`src/rtl/epve_pkg.sv`:
```
package epve_pkg;

  // Field widths
  localparam int POS_W    = 32;
  localparam int PERIOD_W = 16;
  localparam int REQ_W    = 16;
  localparam int CONST_W  = 22;
  localparam int SPEED_W  = 23;
  localparam int SUM_W    = 28;
  localparam int CNT_W    = 5;
  localparam int IN_W     = 64;
  localparam int OUT_W    = 48;

  // Configuration port
  localparam int CFG_IDX_W  = 2;
  localparam int CFG_DATA_W = 22;
  localparam logic [CFG_IDX_W-1:0] REG_VELOCITY_CONSTANT = 2'd0;
  localparam logic [CFG_IDX_W-1:0] REG_SPEED_FLOOR       = 2'd1;
  localparam logic [CFG_IDX_W-1:0] REG_MIN_REQUEST       = 2'd2;

  localparam logic [CONST_W-1:0] VELOCITY_CONSTANT_RST = 22'd2012500;
  localparam logic [CONST_W-1:0] SPEED_FLOOR_RST       = 22'd128;
  localparam logic [REQ_W-1:0]   MIN_REQUEST_RST       = 16'd500;

  // Boxcar window length
  localparam int AVG_LEN = 20;

  // Restoring divider for constant / period; its dividend register also
  // carries the window sum magnitude into the mean stage
  localparam int DIV_W     = 27;
  localparam int DIV_REM_W = 16;
  localparam int STEP_W    = 5;
  localparam logic [STEP_W-1:0] DIV_LAST = STEP_W'(DIV_W - 1);

  // Window mean by reciprocal multiply: x * ceil(2^32 / AVG_LEN) >> 32 is
  // exact for every window sum magnitude below 2^27
  localparam int MEAN_SHIFT   = 32;
  localparam int MEAN_RECIP_W = 32;
  localparam logic [MEAN_RECIP_W-1:0] MEAN_RECIP =
    MEAN_RECIP_W'(((64'd1 << MEAN_SHIFT) + 64'(AVG_LEN) - 64'd1) / 64'(AVG_LEN));
  localparam int PROD_W = DIV_W + MEAN_RECIP_W;

  typedef struct packed {
    logic load_in;   // take input transfer, start speed division
    logic div_step;  // one divider iteration
    logic speed;     // finish speed, update window, latch sum magnitude
    logic mean;      // form window mean from sum magnitude
    logic load_out;  // fill output register
  } epve_cmd_t;

  typedef struct packed {
    logic div_done;  // divider on its last iteration
    logic win_full;  // this item closes the averaging window
    logic out_free;  // output register can take a new result
  } epve_stat_t;

endpackage

```
`src/rtl/epve_dp.sv`:
```
module epve_dp import epve_pkg::*; (
  input  logic                  clk,
  input  logic                  rst,
  input  epve_cmd_t             cmd,
  output epve_stat_t            stat,
  input  logic                  cfg_we,
  input  logic [CFG_IDX_W-1:0]  cfg_index,
  input  logic [CFG_DATA_W-1:0] cfg_data,
  input  logic [IN_W-1:0]       in_data,
  output logic                  out_valid,
  input  logic                  out_ready,
  output logic [OUT_W-1:0]      out_data
);

  logic [CONST_W-1:0]   vel_const;
  logic [CONST_W-1:0]   speed_floor;
  logic signed [REQ_W-1:0] min_request;

  logic [POS_W-1:0]     prev_pos;
  logic                 dir_neg;
  logic signed [SUM_W-1:0] speed_sum;
  logic [CNT_W-1:0]     win_cnt;
  logic signed [SPEED_W-1:0] filt_hold;

  logic                 period_zero;
  logic signed [REQ_W-1:0] req;
  logic [DIV_W-1:0]     dvd;
  logic [DIV_REM_W-1:0] rem;
  logic [DIV_REM_W-1:0] dvs;
  logic [STEP_W-1:0]    step_cnt;
  logic                 win_hit;
  logic                 sum_neg;
  logic signed [SPEED_W-1:0] raw;
  logic                 clr;

  logic [POS_W-1:0]     in_pos;
  logic [PERIOD_W-1:0]  in_period;
  logic signed [REQ_W-1:0] in_req;

  logic [DIV_REM_W:0]   rem_sh;
  logic [DIV_REM_W:0]   rem_diff;
  logic                 fits;

  logic [CONST_W-1:0]   mag;
  logic                 below;
  logic signed [SPEED_W-1:0] raw_next;
  logic                 clr_next;
  logic signed [SUM_W-1:0] sum_next;
  logic [SUM_W-1:0]     sum_abs;
  logic [PROD_W-1:0]    mean_prod;
  logic signed [SPEED_W-1:0] filt_new;
  logic signed [SPEED_W-1:0] filt_out;

  assign in_pos    = in_data[POS_W-1:0];
  assign in_period = in_data[POS_W+PERIOD_W-1:POS_W];
  assign in_req    = in_data[IN_W-1:POS_W+PERIOD_W];

  // Divider iteration: shift in one dividend bit, trial subtract
  always_comb begin
    rem_sh   = {rem, dvd[DIV_W-1]};
    rem_diff = rem_sh - {1'b0, dvs};
    fits     = rem_sh >= {1'b0, dvs};
  end

  // Speed from quotient, minimum check and window sum
  always_comb begin
    mag      = dvd[CONST_W-1:0];
    below    = mag < speed_floor;
    raw_next = '0;
    clr_next = 1'b0;
    if (!period_zero) begin
      if (below) begin
        clr_next = req < min_request;
      end else begin
        raw_next = dir_neg ? -$signed({1'b0, mag}) : $signed({1'b0, mag});
      end
    end
    sum_next = speed_sum + SUM_W'(raw_next);
    sum_abs  = sum_next[SUM_W-1] ? SUM_W'(-sum_next) : SUM_W'(sum_next);
  end

  // Window mean magnitude by reciprocal multiply
  assign mean_prod = PROD_W'(dvd) * PROD_W'(MEAN_RECIP);

  // Signed mean from quotient; truncation toward zero
  always_comb begin
    filt_new = sum_neg ? -$signed(dvd[SPEED_W-1:0]) : $signed(dvd[SPEED_W-1:0]);
    filt_out = win_hit ? filt_new : filt_hold;
  end

  assign stat.div_done = step_cnt == DIV_LAST;
  assign stat.win_full = win_cnt == CNT_W'(AVG_LEN - 1);
  assign stat.out_free = !out_valid || out_ready;

  // Configuration registers
  always_ff @(posedge clk) begin
    if (rst) begin
      vel_const   <= VELOCITY_CONSTANT_RST;
      speed_floor <= SPEED_FLOOR_RST;
      min_request <= MIN_REQUEST_RST;
    end else if (cfg_we) begin
      unique case (cfg_index)
        REG_VELOCITY_CONSTANT: vel_const   <= cfg_data;
        REG_SPEED_FLOOR:       speed_floor <= cfg_data;
        REG_MIN_REQUEST:       min_request <= cfg_data[REQ_W-1:0];
        default: ;
      endcase
    end
  end

  // Estimator state
  always_ff @(posedge clk) begin
    if (rst) begin
      prev_pos  <= '0;
      dir_neg   <= 1'b0;
      speed_sum <= '0;
      win_cnt   <= '0;
      filt_hold <= '0;
    end else begin
      if (cmd.load_in) begin
        prev_pos <= in_pos;
        if (in_pos > prev_pos) begin
          dir_neg <= 1'b0;
        end else if (in_pos < prev_pos) begin
          dir_neg <= 1'b1;
        end
      end
      if (cmd.speed) begin
        if (stat.win_full) begin
          speed_sum <= '0;
          win_cnt   <= '0;
        end else begin
          speed_sum <= sum_next;
          win_cnt   <= win_cnt + 1'b1;
        end
      end
      if (cmd.load_out && win_hit) begin
        filt_hold <= filt_new;
      end
    end
  end

  // Divider and per-item working registers
  always_ff @(posedge clk) begin
    if (cmd.load_in) begin
      period_zero <= in_period == '0;
      req         <= in_req;
      dvd         <= DIV_W'(vel_const);
      rem         <= '0;
      dvs         <= in_period;
      step_cnt    <= '0;
    end else if (cmd.div_step) begin
      dvd      <= {dvd[DIV_W-2:0], fits};
      rem      <= fits ? rem_diff[DIV_REM_W-1:0] : rem_sh[DIV_REM_W-1:0];
      step_cnt <= step_cnt + 1'b1;
    end else if (cmd.speed) begin
      raw     <= raw_next;
      clr     <= clr_next;
      win_hit <= stat.win_full;
      sum_neg <= sum_next[SUM_W-1];
      dvd     <= sum_abs[DIV_W-1:0];
    end else if (cmd.mean) begin
      dvd <= mean_prod[PROD_W-1:MEAN_SHIFT];
    end
  end

  // Output register
  always_ff @(posedge clk) begin
    if (rst) begin
      out_valid <= 1'b0;
    end else if (cmd.load_out) begin
      out_valid <= 1'b1;
    end else if (out_ready) begin
      out_valid <= 1'b0;
    end
  end

  always_ff @(posedge clk) begin
    if (cmd.load_out) begin
      out_data <= {clr, filt_out, win_hit, raw};
    end
  end

endmodule

```
`src/rtl/epve_ctrl.sv`:
```
module epve_ctrl import epve_pkg::*; (
  input  logic       clk,
  input  logic       rst,
  input  logic       in_valid,
  output logic       in_ready,
  input  epve_stat_t stat,
  output epve_cmd_t  cmd
);

  typedef enum logic [4:0] {
    S_IDLE  = 5'b00001,
    S_DIVS  = 5'b00010,
    S_SPEED = 5'b00100,
    S_MEAN  = 5'b01000,
    S_OUT   = 5'b10000
  } state_t;

  state_t state, state_next;

  // Sequence one item: speed division, window update, window mean when the window closes, output
  always_comb begin
    state_next = state;
    cmd        = '0;
    in_ready   = 1'b0;
    unique case (state)
      S_IDLE: begin
        in_ready = 1'b1;
        if (in_valid) begin
          cmd.load_in = 1'b1;
          state_next  = S_DIVS;
        end
      end
      S_DIVS: begin
        cmd.div_step = 1'b1;
        if (stat.div_done) state_next = S_SPEED;
      end
      S_SPEED: begin
        cmd.speed  = 1'b1;
        state_next = stat.win_full ? S_MEAN : S_OUT;
      end
      S_MEAN: begin
        cmd.mean   = 1'b1;
        state_next = S_OUT;
      end
      S_OUT: begin
        if (stat.out_free) begin
          cmd.load_out = 1'b1;
          state_next   = S_IDLE;
        end
      end
      default: state_next = S_IDLE;
    endcase
  end

  always_ff @(posedge clk) begin
    if (rst) begin
      state <= S_IDLE;
    end else begin
      state <= state_next;
    end
  end

  a_load_out_free: assert property (@(posedge clk) disable iff (rst)
    cmd.load_out |-> stat.out_free)
    else $error("output register overwritten while full");

  a_accept_starts_div: assert property (@(posedge clk) disable iff (rst)
    in_valid && in_ready |=> state == S_DIVS)
    else $error("accepted transfer did not start the divider");

  a_div_done_speed: assert property (@(posedge clk) disable iff (rst)
    state == S_DIVS && stat.div_done |=> state == S_SPEED && $past(cmd.div_step))
    else $error("speed division did not finish into speed update");

  a_window_mean: assert property (@(posedge clk) disable iff (rst)
    cmd.speed && stat.win_full |=> state == S_MEAN)
    else $error("closed window skipped mean stage");

endmodule

```
`src/rtl/encoder_period_velocity_estimator_unit.sv`:
```
// Channel   Direction  Payload (low bit first)
// s_axis    in         position[31:0], pulse_period[47:32], requested_velocity[63:48]
// m_axis    out        raw_speed[22:0], filtered_valid[23], filtered_speed[46:24],
//                      clear_integral[47]
// cfg       in         cfg_index 0..2, cfg_data up to 22 bits, write on cfg_we
//
// Each item runs a 27-step restoring divider to form constant / period; the
// window sum / 20 comes from a reciprocal multiply in an extra mean state
// when the item closes an averaging window. Rst is synchronous and restores
// register defaults and clears previous position, direction, sum, window
// count, held mean and output valid. A new transfer is taken while the
// previous result still waits on m_axis; a stalled m_axis holds the next
// result inside until the output register frees.
module encoder_period_velocity_estimator_unit import epve_pkg::*; (
  input  logic                  clk,
  input  logic                  rst,
  input  logic                  s_axis_tvalid,
  output logic                  s_axis_tready,
  // position, pulse_period, requested_velocity
  input  logic [IN_W-1:0]       s_axis_tdata,
  output logic                  m_axis_tvalid,
  input  logic                  m_axis_tready,
  // raw_speed, filtered_valid, filtered_speed, clear_integral
  output logic [OUT_W-1:0]      m_axis_tdata,
  input  logic                  cfg_we,
  input  logic [CFG_IDX_W-1:0]  cfg_index,
  input  logic [CFG_DATA_W-1:0] cfg_data
);

  epve_cmd_t  cmd;
  epve_stat_t stat;

  epve_ctrl u_ctrl (
    .clk      (clk),
    .rst      (rst),
    .in_valid (s_axis_tvalid),
    .in_ready (s_axis_tready),
    .stat     (stat),
    .cmd      (cmd)
  );

  epve_dp u_dp (
    .clk       (clk),
    .rst       (rst),
    .cmd       (cmd),
    .stat      (stat),
    .cfg_we    (cfg_we),
    .cfg_index (cfg_index),
    .cfg_data  (cfg_data),
    .in_data   (s_axis_tdata),
    .out_valid (m_axis_tvalid),
    .out_ready (m_axis_tready),
    .out_data  (m_axis_tdata)
  );

endmodule
```
`config.mk`:
```
export PLATFORM = sky130hd
export DESIGN_NAME = encoder_period_velocity_estimator_unit
export DESIGN_NICKNAME = d
export VERILOG_FILES = /design/src/rtl/epve_pkg.sv /design/src/rtl/epve_dp.sv /design/src/rtl/epve_ctrl.sv /design/src/rtl/encoder_period_velocity_estimator_unit.sv
export SDC_FILE = /design/constraint.sdc
export NUM_CORES = 1
export LEC_CHECK = 0
export BUFFER_PORTS_ARGS = -buffer_cell sky130_fd_sc_hd__buf_2
export CORE_MARGIN = 2
export CORE_UTILIZATION = 60
export CTS_BUF_LIST = sky130_fd_sc_hd__clkbuf_2
export DETAILED_ROUTE_END_ITERATION = 7
export PLACE_DENSITY_LB_ADDON = 0.12
export REMOVE_ABC_BUFFERS = 1
export SLEW_MARGIN = 20
export SYNTH_ARGS = -nofsm -noshare
export SYNTH_HDL_FRONTEND = slang
export SYNTH_SLANG_ARGS = --single-unit
```
`constraint.sdc`:
```
create_clock -name clk -period 10.76 [get_ports clk]
set_input_delay 1.076 -clock clk [delete_from_list [all_inputs] [get_ports clk]]
set_output_delay 1.076 -clock clk [all_outputs]
set_load 0.005 [all_outputs]
```
Yosys cells after proc, flatten, opt, wreduce, memory -nomap -nowiden
Cells that the tools add are included.
{"block": "totals", "reg_bits": 310, "out_inout_bits": 50, "wordCells": 96}
{"block": "op_classes", "add_sub_neg": 7, "multipliers": 1, "n_lt_le_gt_ge": 5, "n_eq_ne": 12, "muxes": 30, "bitwise_logic": 3, "reduce_logical": 16}
{"cell": "$mux 23", "count": 5}
{"cell": "$mux 27", "count": 4}
{"cell": "$mul 27x28->55 const B", "count": 1}
{"cell": "$gt 32x32->1", "count": 1}
{"cell": "$lt 32x32->1", "count": 1}
{"cell": "$add 28x23->28", "count": 1}
{"cell": "$mux 28", "count": 1}
{"cell": "$neg 27->27", "count": 1}
{"cell": "$mux 5", "count": 5}
{"cell": "$pmux 5 s5", "count": 1}
{"cell": "$neg 22->23", "count": 1}
{"cell": "$neg 23->23", "count": 1}
{"cell": "$lt 22x22->1", "count": 1}
{"cell": "$mux 22", "count": 1}
{"cell": "$ge 17x16->1", "count": 1}
{"cell": "$logic_not 16->1", "count": 1}
{"cell": "$lt 16x16->1", "count": 1}
{"cell": "$mux 16", "count": 1}
{"cell": "$sub 16x16->16", "count": 1}
{"cell": "$eq 5x5->1 const B", "count": 3}
{"cell": "$mux 1", "count": 12}
{"cell": "$add 5x1->5 const B", "count": 2}
{"cell": "$reduce_and 2->1", "count": 4}
{"cell": "$ne 2x2->1 const B", "count": 3}
{"cell": "other kinds (16)", "count": 20}

Logic depth before layout (Yosys ltp)
{"block": "depth", "word_depth": 10, "ltp_mapped": 26, "mapped_depth_nobuf": 26}

Cells and area by module
From an unflattened synthesis, not the netlist that was laid out.
{"block": "hier_totals", "cells_unflattened": 2958, "hier_area_um2": 26853.3}
{"mod": "epve_dp", "instances": 1, "cells_per_inst": 2921, "area_each_um2": 26536.7, "seq_area_each_um2": 7397.1}
{"mod": "epve_ctrl", "instances": 1, "cells_per_inst": 37, "area_each_um2": 316.6, "seq_area_each_um2": 100.1}

Worst setup path before layout
OpenSTA, ideal clock, no wires.
{"block": "synth_path", "kind": "register to register", "from": "register u_dp.dvd[10]", "to": "register u_dp.dvd[18], data pin", "setup_time_ns": 0.268, "arrival_ns": 6.660, "path_slack_ns": 3.832, "path_stages_with_launch": 26, "period_less_slack_ns": 6.928, "cell_sequence": "edfxtp_1 > inv_1 > ha_1 > inv_1 > fa_1 > inv_1 > fa_1 > fa_1 > inv_1 > fa_1 > inv_1 > fa_1 > inv_1 > fa_1 > inv_1 > ha_1 > a21o_1 > a21o_1 > a2111oi_0 > nand3_1 > o2111ai_1 > a21oi_1 > a21oi_1 > xnor2_1 > a222oi_1 > a21oi_1"}
{"block": "synth_via", "elab_chain_cells": 10}
{"element": "from (decl)", "line_no": "epve_dp.sv:27", "source": "logic [DIV_W-1:0] dvd;"}
{"element": "from (signal assigned)", "line_no": "epve_dp.sv:148", "source": "dvd <= DIV_W'(vel_const);"}
{"element": "from (signal assigned)", "line_no": "epve_dp.sv:153", "source": "dvd <= {dvd[DIV_W-2:0], fits};"}
{"element": "from (signal assigned)", "line_no": "epve_dp.sv:161", "source": "dvd <= sum_abs[DIV_W-1:0];"}
{"element": "$neg 22->23", "line_no": "epve_dp.sv:75", "source": "raw_next = dir_neg ? -$signed({1'b0, mag}) : $signed({1'b0, mag});"}
{"element": "$mux 23", "line_no": "epve_dp.sv:75"}
{"element": "$mux 23", "line_no": "epve_dp.sv:72", "source": "if (below) begin"}
{"element": "$mux 23", "line_no": "epve_dp.sv:71", "source": "if (!period_zero) begin"}
{"element": "$add 28x23->28", "line_no": "epve_dp.sv:78", "source": "sum_next = speed_sum + SUM_W'(raw_next);"}
{"element": "$neg 27->27", "line_no": "epve_dp.sv:79", "source": "sum_abs = sum_next[SUM_W-1] ? SUM_W'(-sum_next) : SUM_W'(sum_next);"}
{"element": "$mux 27", "line_no": "epve_dp.sv:79"}
{"element": "$mux 27 *", "line_no": "epve_dp.sv:156", "source": "end else if (cmd.speed) begin"}
{"element": "$mux 27 *", "line_no": "epve_dp.sv:152", "source": "end else if (cmd.div_step) begin"}
{"element": "$mux 22 *", "line_no": "epve_dp.sv:145", "source": "if (cmd.load_in) begin"}
Mark *: on every way between the ends. The rest lies on a longest branch, timed or not. The select of a mux whose other input is x is not followed.
A chain may end at the register's enable or synchronous reset.

Final worst setup path
{"block": "layout_path", "from": "register u_dp.dvd[10]", "to": "register u_dp.dvd[17], data pin"}
Same word-level chain as after synthesis.

==> impl_metrics.yaml <==
status:
  outcome: "complete, no violations"
clocking:
  root_buffer: "clkbuf_2"
  cts_sinks: 310
  ctsResizeCount: 0
  cts_max_level: 3
  postCtsSetupRepairBufs: 0
  hold_buffers: 0
  numCtsBuffers: 82
  clk_pin_slew_ns: 0.12
  clock_path_buffers: 3
  cts_tree: "built"
  clock_latency_ns: 1.07
global_routing:
  grt_pass1_wl_mm: 114
  grt_max_degree: 84
  antenna_found_initial: 5
  grt_overflow: 0
  grt_usage_pct: 31.1
  grt_pass1_vias: 21530
timing:
  post-route-min-period_ns: 8.36
  skew_ns: 0.0786
  fin_tns_setup_ns: 0
  fmax_mhz: 120
  relSlewSlack_pct: 23.4
  drv_slew: 0
  finalCritPeriodShare_pct: 77.7
  grt_setup_unrepaired: "no"
  hold_viol: 0
  setup_viol: 0
  worst_slew_pin_slew_ns: 1.15
yosys:
  synth_top_family_by_area: "adder cells"
  synth-xor-area-share_pct: 3.74
  synth_area_leaders: "ha_1 16%, fa_1 15%, edfxtp_1 14%, dfxtp_1 14%, inv_1 6.7%"
  synthSimpleGateAreaFrac_pct: 13.6
  ys_types: 91
  syn_avg_cell_area_um2: 9.02
  synth_fa_ha_area_share_pct: 30.9
  synth_ff_type: "dfxtp_1"
  ys_async_sr_fraction_pct: 0
  netlist_area_um2: 26700
  synth_compound_area_share_pct: 14.9
  ys_ff_latch: 310
  synth_top_area_share_pct: 16.4
  synth_largest_area_cell: "ha_1"
  synth_cells: 2964
  seq_area_frac_synth_pct: 28.0
  yosysWarnings: 0
  muxShareOfSynthArea_pct: 0.576
  synth_edf_count: 129
drt:
  vias_per_cell: 5.72
  num_vias: 21550
  drt_drc_violations_left: 0
  wl_per_cell_um: 18.7
  antenna_left: 0
  wl_mm: 70.4
  initialDrtViolationCount: 1462
  firstDrtPassIters: 6
floorplanning:
  fp-row-count: 77
  start_util_pct: 60.6
  core_area_um2: 44100
  die_w_um: 215
  die-height_um: 215
  ios: 143
  die_area_um2: 46300
place:
  dp_hpwl_mm: 57.1
  io_buffers: 142
  gp_congestion: 1.04
critical_path:
  crit_required_ns: 11.57
  cp-end-kind: "flip-flop"
  worst-path-max-fanout: 6
  crit_type: "flip-flop to flip-flop"
  startpoint_type: "flip-flop"
  cp_data_arrival_time_ns: 9.16
finish:
  drive_gt1_share_pct: 10.7
  syn2layout_area_growth_pct: 7.54
  nFillCells: 3876
  layout.nets: 3748
hold_path:
  hp-class: "primary input to flip-flop"
job:
  cap_violations: 0
[sequential cells by signal (all words and copies together), names as in the netlist]
signal	count
u_dp.out_data	48
u_dp.prev_pos	32
u_dp.speed_sum	28
u_dp.dvd	27
u_dp.filt_hold	23
u_dp.raw	23
u_dp.speed_floor	22
u_dp.vel_const	22
u_dp.dvs	16
u_dp.min_request	16
u_dp.rem	16
u_dp.req	16
u_ctrl.state	5
u_dp.step_cnt	5
u_dp.win_cnt	5
u_dp.clr	1
u_dp.dir_neg	1
u_dp.out_valid	1
u_dp.period_zero	1
u_dp.sum_neg	1
u_dp.win_hit	1
[critical path, stage by stage, from the launching register on]
cell and delay (ns):
edfxtp_1 0.59, inv_1 0.22, ha_1 0.37, inv_1 0.06, fa_1 0.56, inv_1 0.10
fa_1 0.58, fa_1 0.53, inv_1 0.07, fa_1 0.53, inv_1 0.05, fa_1 0.54
inv_1 0.06, fa_1 0.53, inv_1 0.04, ha_1 0.32, and3_1 0.23, nand4_1 0.10
o311ai_0 0.78, a31oi_1 0.37, o31ai_1 0.79, a311oi_1 0.24, xnor2_1 0.18, o21ai_0 0.18
o21ai_0 0.10
[cells in the mapped netlist (all sizes together), types with 31 or more instances]
cell	n
inv	482
ha	351
nand2	335
a21oi	223
nor2	202
fa	194
dfxtp	181
edfxtp	129
o21ai	94
xnor2	88
clkbuf	75
nand3	64
a21o	57
a211oi	43
nor3	34
nand4	31
[kinds of logic after synthesis]
family	Yosys count
buffers and inverters	577
muxes	15
AOI/OAI and AO/OA	608
xor gates and xnor gates	112
adders and majority gates	545
and+or+nand+nor	797
DFF	310
[worst paths after layout]
path | slack (ns) | from | depth (start not counted) | end
min | 0.18 | s_axis_tdata[52] | 1 | u_dp.req[4]$_DFFE_PP_
max | 2.40 | u_dp.dvd[10]$_DFFE_PP_ | 24 | u_dp.dvd[17]$_DFFE_PP_
min reg2reg | 0.41 | u_dp.raw[2]$_DFFE_PP_ | 0 | u_dp.out_data[2]$_DFFE_PP_
max reg2reg | 2.40 | u_dp.dvd[10]$_DFFE_PP_ | 24 | u_dp.dvd[17]$_DFFE_PP_
[area by class of cell]
class                           instances  area (µm²)  share of cell area [%]
Multi-Input combinational cell       2077       17100                    59.4
Sequential cell                       310        7500                    26.1
Inverter                              482        1810                    6.30
Timing Repair Buffer                  157         826                    2.87
Tap cell                              592         741                    2.58
Clock buffer                          123         616                    2.14
Clock inverter                         26         186                   0.648
Antenna cell                            2        5.00                  0.0174
[through the flow]
step           hold WS (ns)  util [%]  std cells  setup slack, ns  instance area [µm²]
2_1_floorplan         0.400         -       2869             3.79                26400
3_3_place_gp          0.402      63.3       3618             2.94                27900
3_5_place_dp          0.405      63.3       3618             2.67                27900
4_1_cts              0.0752      65.2       3767             2.64                28800
5_1_grt              0.0951      65.2       3769             2.14                28800
6_report              0.184      65.2       3769             2.40                28800
[layout by cell type (no fill, tap or decap), types with 9 or more instances in the layout]
cell	Yosys	layout
a211oi_1	40	40
a21o_1	56	56
a21oi_1	223	223
a22oi_1	28	28
a31oi_1	20	20
and2_1	15	15
and3_1	14	14
buf_2	6	141
buf_4	0	16
clkbuf_2	0	123
clkinv_1	0	15
dfxtp_1	181	181
edfxtp_1	129	129
fa_1	194	194
ha_1	351	351
inv_1	480	479
mux2i_1	12	12
nand2_1	335	334
nand2b_1	14	14
nand3_1	64	63
nand4_1	30	30
nor2_1	201	200
nor2b_1	23	22
nor3_1	34	34
nor3b_1	10	9
nor4_1	10	10
o211ai_1	16	16
o21a_1	18	18
o21ai_0	81	81
o21ai_1	11	11
o221ai_1	10	10
o22ai_1	12	12
o31ai_1	10	9
or3_1	11	11
xnor2_1	87	87
xor2_1	24	24
[per-layer routing]
metal / wire length, µm / track usage [%]
met5: 44 / 0
met4: 2060 / 10.1
met3: 4510 / 5.68
met1: 30000 / 40.6
met2: 33900 / 52.3
Power is not shown: default switching activity piles up to over one toggle a cycle in this logic, so the estimate is an artifact.
